==> config.mk <==
export PLATFORM = sky130hd
export DESIGN_NAME = sobel_out_fifo
export DESIGN_NICKNAME = d
export VERILOG_FILES = /design/src/hdl/sobel_pkg.sv /design/src/hdl/sobel_out_fifo.sv
export SDC_FILE = /design/constraint.sdc
export NUM_CORES = 1
export LEC_CHECK = 0
export ABC_AREA = 1
export ABC_CLOCK_PERIOD_IN_PS = 2050
export BUFFER_PORTS_ARGS = -buffer_cell sky130_fd_sc_hd__buf_2
export CAP_MARGIN = 20
export CORE_ASPECT_RATIO = 1.1
export CORE_MARGIN = 1.5
export CORE_UTILIZATION = 47
export CTS_CLUSTER_DIAMETER = 50
export DETAILED_ROUTE_END_ITERATION = 7
export PLACE_DENSITY = 0.7
export SLEW_MARGIN = 20
export SYNTH_ARGS = -nofsm -noshare
export SYNTH_HDL_FRONTEND = slang
export SYNTH_SLANG_ARGS = --single-unit
==> constraint.sdc <==
create_clock -name clk -period 2.05 [get_ports clk]
set_clock_uncertainty 0.2 [all_clocks]
set_input_delay 0.205 -clock clk [delete_from_list [all_inputs] [get_ports clk]]
set_output_delay 0.205 -clock clk [all_outputs]
set_load 0.02 [all_outputs]
==> src/hdl/sobel_pkg.sv <==
`timescale 1ns / 1ps
`default_nettype none
// ----------------------------------------------------------------------------
// sobel_pkg
// Shared types and constants of the Sobel edge magnitude block.
// ----------------------------------------------------------------------------
package sobel_pkg;

	localparam int CfgW = 12;
	localparam logic [CfgW-1:0] WidthReset  = 12'd640;
	localparam logic [CfgW-1:0] HeightReset = 12'd480;
	localparam logic [7:0] MagSat = 8'd255;

	localparam int OutDepth = 4;
	localparam int OutPtrW  = $clog2(OutDepth);
	localparam int OutLvlW  = OutPtrW + 1;

	typedef enum logic {
		REG_IMAGE_WIDTH  = 1'b0,
		REG_IMAGE_HEIGHT = 1'b1
	} cfg_reg_t;

	typedef struct packed {
		logic [7:0] older;
		logic [7:0] newer;
	} line_pair_t;

	typedef struct packed {
		logic [7:0]  edge_magnitude;
		logic [11:0] center_row;
		logic [10:0] center_col;
		logic        frame_last;
	} result_t;

endpackage
`default_nettype wire

==> src/hdl/sobel_out_fifo.sv <==
`timescale 1ns / 1ps
`default_nettype none
// ----------------------------------------------------------------------------
// sobel_out_fifo
// Small result queue that decouples the filter pipeline from output stall.
// ----------------------------------------------------------------------------
module sobel_out_fifo (
	input  wire logic                             clk,
	input  wire logic                             arst_n,
	input  wire logic                             push,
	input  sobel_pkg::result_t                    push_data,
	output logic                                  out_valid,
	input  wire logic                             out_stall,
	output sobel_pkg::result_t                    out_data,
	output logic [sobel_pkg::OutLvlW-1:0]         level
);
	import sobel_pkg::*;

	result_t            mem [OutDepth];
	logic [OutPtrW-1:0] wr_ptr_q;
	logic [OutPtrW-1:0] rd_ptr_q;
	logic [OutLvlW-1:0] cnt_q;
	logic               pop;

	assign out_valid = (cnt_q != '0);
	assign pop       = out_valid && !out_stall;
	assign out_data  = mem[rd_ptr_q];
	assign level     = cnt_q;

	always_ff @(posedge clk) begin
		if (push) begin
			mem[wr_ptr_q] <= push_data;
		end
	end

	always_ff @(posedge clk or negedge arst_n) begin
		if (!arst_n) begin
			wr_ptr_q <= '0;
			rd_ptr_q <= '0;
			cnt_q    <= '0;
		end else begin
			if (push) begin
				wr_ptr_q <= wr_ptr_q + 1'b1;
			end
			if (pop) begin
				rd_ptr_q <= rd_ptr_q + 1'b1;
			end
			case ({push, pop})
				2'b10:   cnt_q <= cnt_q + 1'b1;
				2'b01:   cnt_q <= cnt_q - 1'b1;
				default: cnt_q <= cnt_q;
			endcase
		end
	end

endmodule
`default_nettype wire
==> flow_summary_export.csv <==
group,metric,value,unit
clock_tree,h-tree-depth,4,
logic_synthesis,async_reset_ff_frac,0.0519,
pwr,p_switching,0.00400,W
sta,maxSlewViolCount,0,
final_layout,stdcell_count,720,
setup_path,start_kind,"flip-flop",
setup_path,reg2reg_from,"level[2]$_DFFE_PN0P_",
grt,grt_usage,0.173,
route,detail-route-antenna-nets,0,
sta,tns,0,ns
final_layout,finalInstanceArea,0.00715,sq mm
hold_path,hold_class,"flip-flop to flip-flop",
die,start_util,0.482,
logic_synthesis,synth-main-ff-cell,"edfxtp_1",
die,dieWidth,107,microns
logic_synthesis,ys_seq_elements,135,
outcome,run_status,"finished clean",
hold_path,hold_depth,2,
clock_tree,cts_setup_buffers,0,
setup_path,crit_arrival,1.60,ns
logic_synthesis,synth.top_cells.by_count,"128 x edfxtp_1, 112 x nand2_1, 79 x inv_1, 64 x o211ai_1, 11 x buf_6",
setup_path,path_class,"flip-flop to output pin",
route,wl_per_cell,15.4,microns
pwr,internal_power,0.00669,W
setup_path,slowest_stage,"dfrtp_2",
pwr,peakVddDrop,0.00112,V
setup_path,endpoint,"out_data[23]",
placement,place_ws,0.134,ns
setup_path,path_depth,6,
clock_tree,clock_latency,0.41,ns
logic_synthesis,synth_top_area_frac,0.694,
setup_path,crit_path_start,"rd_ptr_q[0]$_DFFE_PN0P_",
clock_tree,cts-root-buf,"clkbuf_16",
pwr,switching_share,0.374,
route,drt_wl_total,11.1,mm
grt,overflow,0,
final_layout,nFillCells,878,
setup_path,critPathCaptureType,"output pin",
logic_synthesis,synth_area_leaders,"edfxtp_1 69%, o211ai_1 8.7%, nand2_1 7.6%",
pwr,share_comb_of_total_power,0.382,
logic_synthesis,yosysSeqAreaShare,0.726,
route,dr.first_iter.drc_count,225,
die,die_height,117,microns
sta,period_needed,2.01,ns
logic_synthesis,synth-edff-count,128,
die,rows,41,
setup_path,cpMostUsedCell,"nand2_1",
die,fp.dieArea,0.0124,sq mm
grt,antenna_found_initial,0,
sta,hold_viol,0,
placement,dpl.cell_count,644,
logic_synthesis,synth_cell_type_count,17,
setup_path,cp.required,1.64,ns
pwr,power.density,1490,mW/mm^2
die,core,0.0115,sq mm
sta,max_freq,498,MHz
route,remaining_drc_errors,0,
final_layout,nets,599,
final_layout,drive_gt1_frac,0.233,
clock_tree,path_clk_slew,0.06,ns
sta,tightest_slew,0.362,ns
logic_synthesis,synth_area_leader_cell,"edfxtp_1",
placement,place_hpwl,5.91,mm
pwr,p_leak,3.00,nW
logic_synthesis,synth_cells,430,
run,maxCapViolCount,0,
grt,grt_pass1_vias,3463,
die,top_level_ports,72,
sta,timing.final.ws_setup,0.0424,ns
logic_synthesis,syn_area,0.00554,sq mm
grt,grt_pass1_wl,16.0,mm
clock_tree,cts_buffers,17,
setup_path,cp_top_family,"buffers and inverters",
route,dr.pass1.iters,4,
grt,grt_max_degree,65,
setup_path,regToRegEndpoint,"level[1]$_DFFE_PN0P_",
pwr,seq_power_share,0.355,
sta,setup_viol,0,
final_layout,area_growth,29.2,%
route,dr_total_vias,3547,
final_layout,utilization,0.623,
sta,rsz0062_at_grt,"yes",
sta,finalCritPeriodShare,0.979,
clock_tree,cts_sinks,135,
logic_synthesis,ys_warn_count,0,
setup_path,path_max_fanout,12,
setup_path,reg2regPathDepth,8,
sta,slew_headroom,0.758,
setup_path,slowest_delay,0.47,ns
setup_path,crit_chain,"inv_4 > clkbuf_16 > nand2_1 > o211ai_1 > nand2_1 > buf_2",
logic_synthesis,syn_area_per_cell,12.9,sq um
placement,placed_area,0.00606,sq mm
logic_synthesis,synthesis.nets,472,
clock_tree,cts_tree,"yes",
setup_path,rrSetupSlack,0.17,ns
setup_path,path_buf_inv,3,
clock_tree,ctsLongestPathBuffers,2,
placement,io_buffers,71,
pwr,clockPowerShare,0.263,
final_layout,n_antenna_cell,0,
route,via_per_inst,4.93,
logic_synthesis,yosysMostFrequentCell,"edfxtp_1",
placement,place_congestion,0.792,
state kept, by name, indices dropped and copies added, names as in the netlist:
signal	count
level	3
mem	128
rd_ptr_q	2
wr_ptr_q	2
worst min-delay path: cells and delay by family, from the launching register on:
kind,cells,cell delay (ns)
flops,1,0.36
simple gates,2,0.11
routing by layer:
layer  vias to the layer above  GRT usage  wire (microns)
met1                      1698      0.199            4700
met2                        94      0.301            5700
met5                         -          0               0
met4                         0     0.0942             241
met3                        22     0.0449             421
li1                       1733          -               -
logic make-up (layout without fill, tap and decap cells):
logic type,Yosys count,count (layout),synth area share
adders and majority gates,6,6,0.0149
DFF,135,135,0.726
xor gates and xnor gates,2,2,0.00316
and+or+nand+nor,118,118,0.0813
buffers and inverters,103,243,0.0865
AOI/OAI and AO/OA,66,66,0.0885
layout by cell type, fill, tap and decap left out, types with 2 or more instances in the layout:
cell,n
buf_12,4
buf_2,70
buf_4,11
buf_6,3
clkbuf_16,21
clkinv_1,4
clkinv_4,2
clkinvlp_4,2
dfrtp_1,6
dlygate4sd3_1,36
edfxtp_1,128
ha_1,5
inv_1,73
inv_2,3
inv_6,7
inv_8,4
nand2_1,112
nand3_1,3
o211ai_1,64
o21ai_0,2
stage by stage:
stage | hold WS [ns] | total power, W
global route | 0.338 | 0.0113
floorplan | -0.291 | 0.00637
CTS | 0.293 | 0.0103
detailed placement | -0.147 | 0.00742
finish | 0.308 | 0.0107
global placement | -0.148 | 0.00732
layout make-up:
class	count	area, sq um	share of cell area
inverter	81	312	0.0435
sequential	135	4020	0.562
timing repair buffer	129	1020	0.143
clock inverter	15	133	0.0185
timing repair inverter	1	6.26	0.000874
multi-input combinational	192	1050	0.147
tap	150	188	0.0262
clock buffer	17	425	0.0595
worst min path at each step:
stage	startpoint	end	slack [ns]
2_1_floorplan	arst_n	level[0]$_DFFE_PN0P_	-0.29
3_3_place_gp	arst_n	level[0]$_DFFE_PN0P_	-0.15
3_5_place_dp	arst_n	level[0]$_DFFE_PN0P_	-0.15
4_1_cts	level[0]$_DFFE_PN0P_	level[0]$_DFFE_PN0P_	0.29
5_1_grt	push_data[25]	mem[0][25]$_DFFE_PP_	0.34
6_report	level[2]$_DFFE_PN0P_	level[2]$_DFFE_PN0P_	0.31
power by group through the flow:
stage | logic, W | clock network, W | registers, W
2_1_floorplan | 0.00253 | 0 | 0.00384
3_3_place_gp | 0.00351 | 0 | 0.00380
3_5_place_dp | 0.00360 | 0 | 0.00382
4_1_cts | 0.00366 | 0.00287 | 0.00377
5_1_grt | 0.00447 | 0.00298 | 0.00384
6_report | 0.00408 | 0.00282 | 0.00379
repair_timing:
action                                  in CTS  in global routing
hold buffers                                36                  0
endpoints found under the setup margin       0                 26
endpoints found under the hold margin      139                  0
resized for setup                            0                 14
Power figures use the tool's default switching activity.
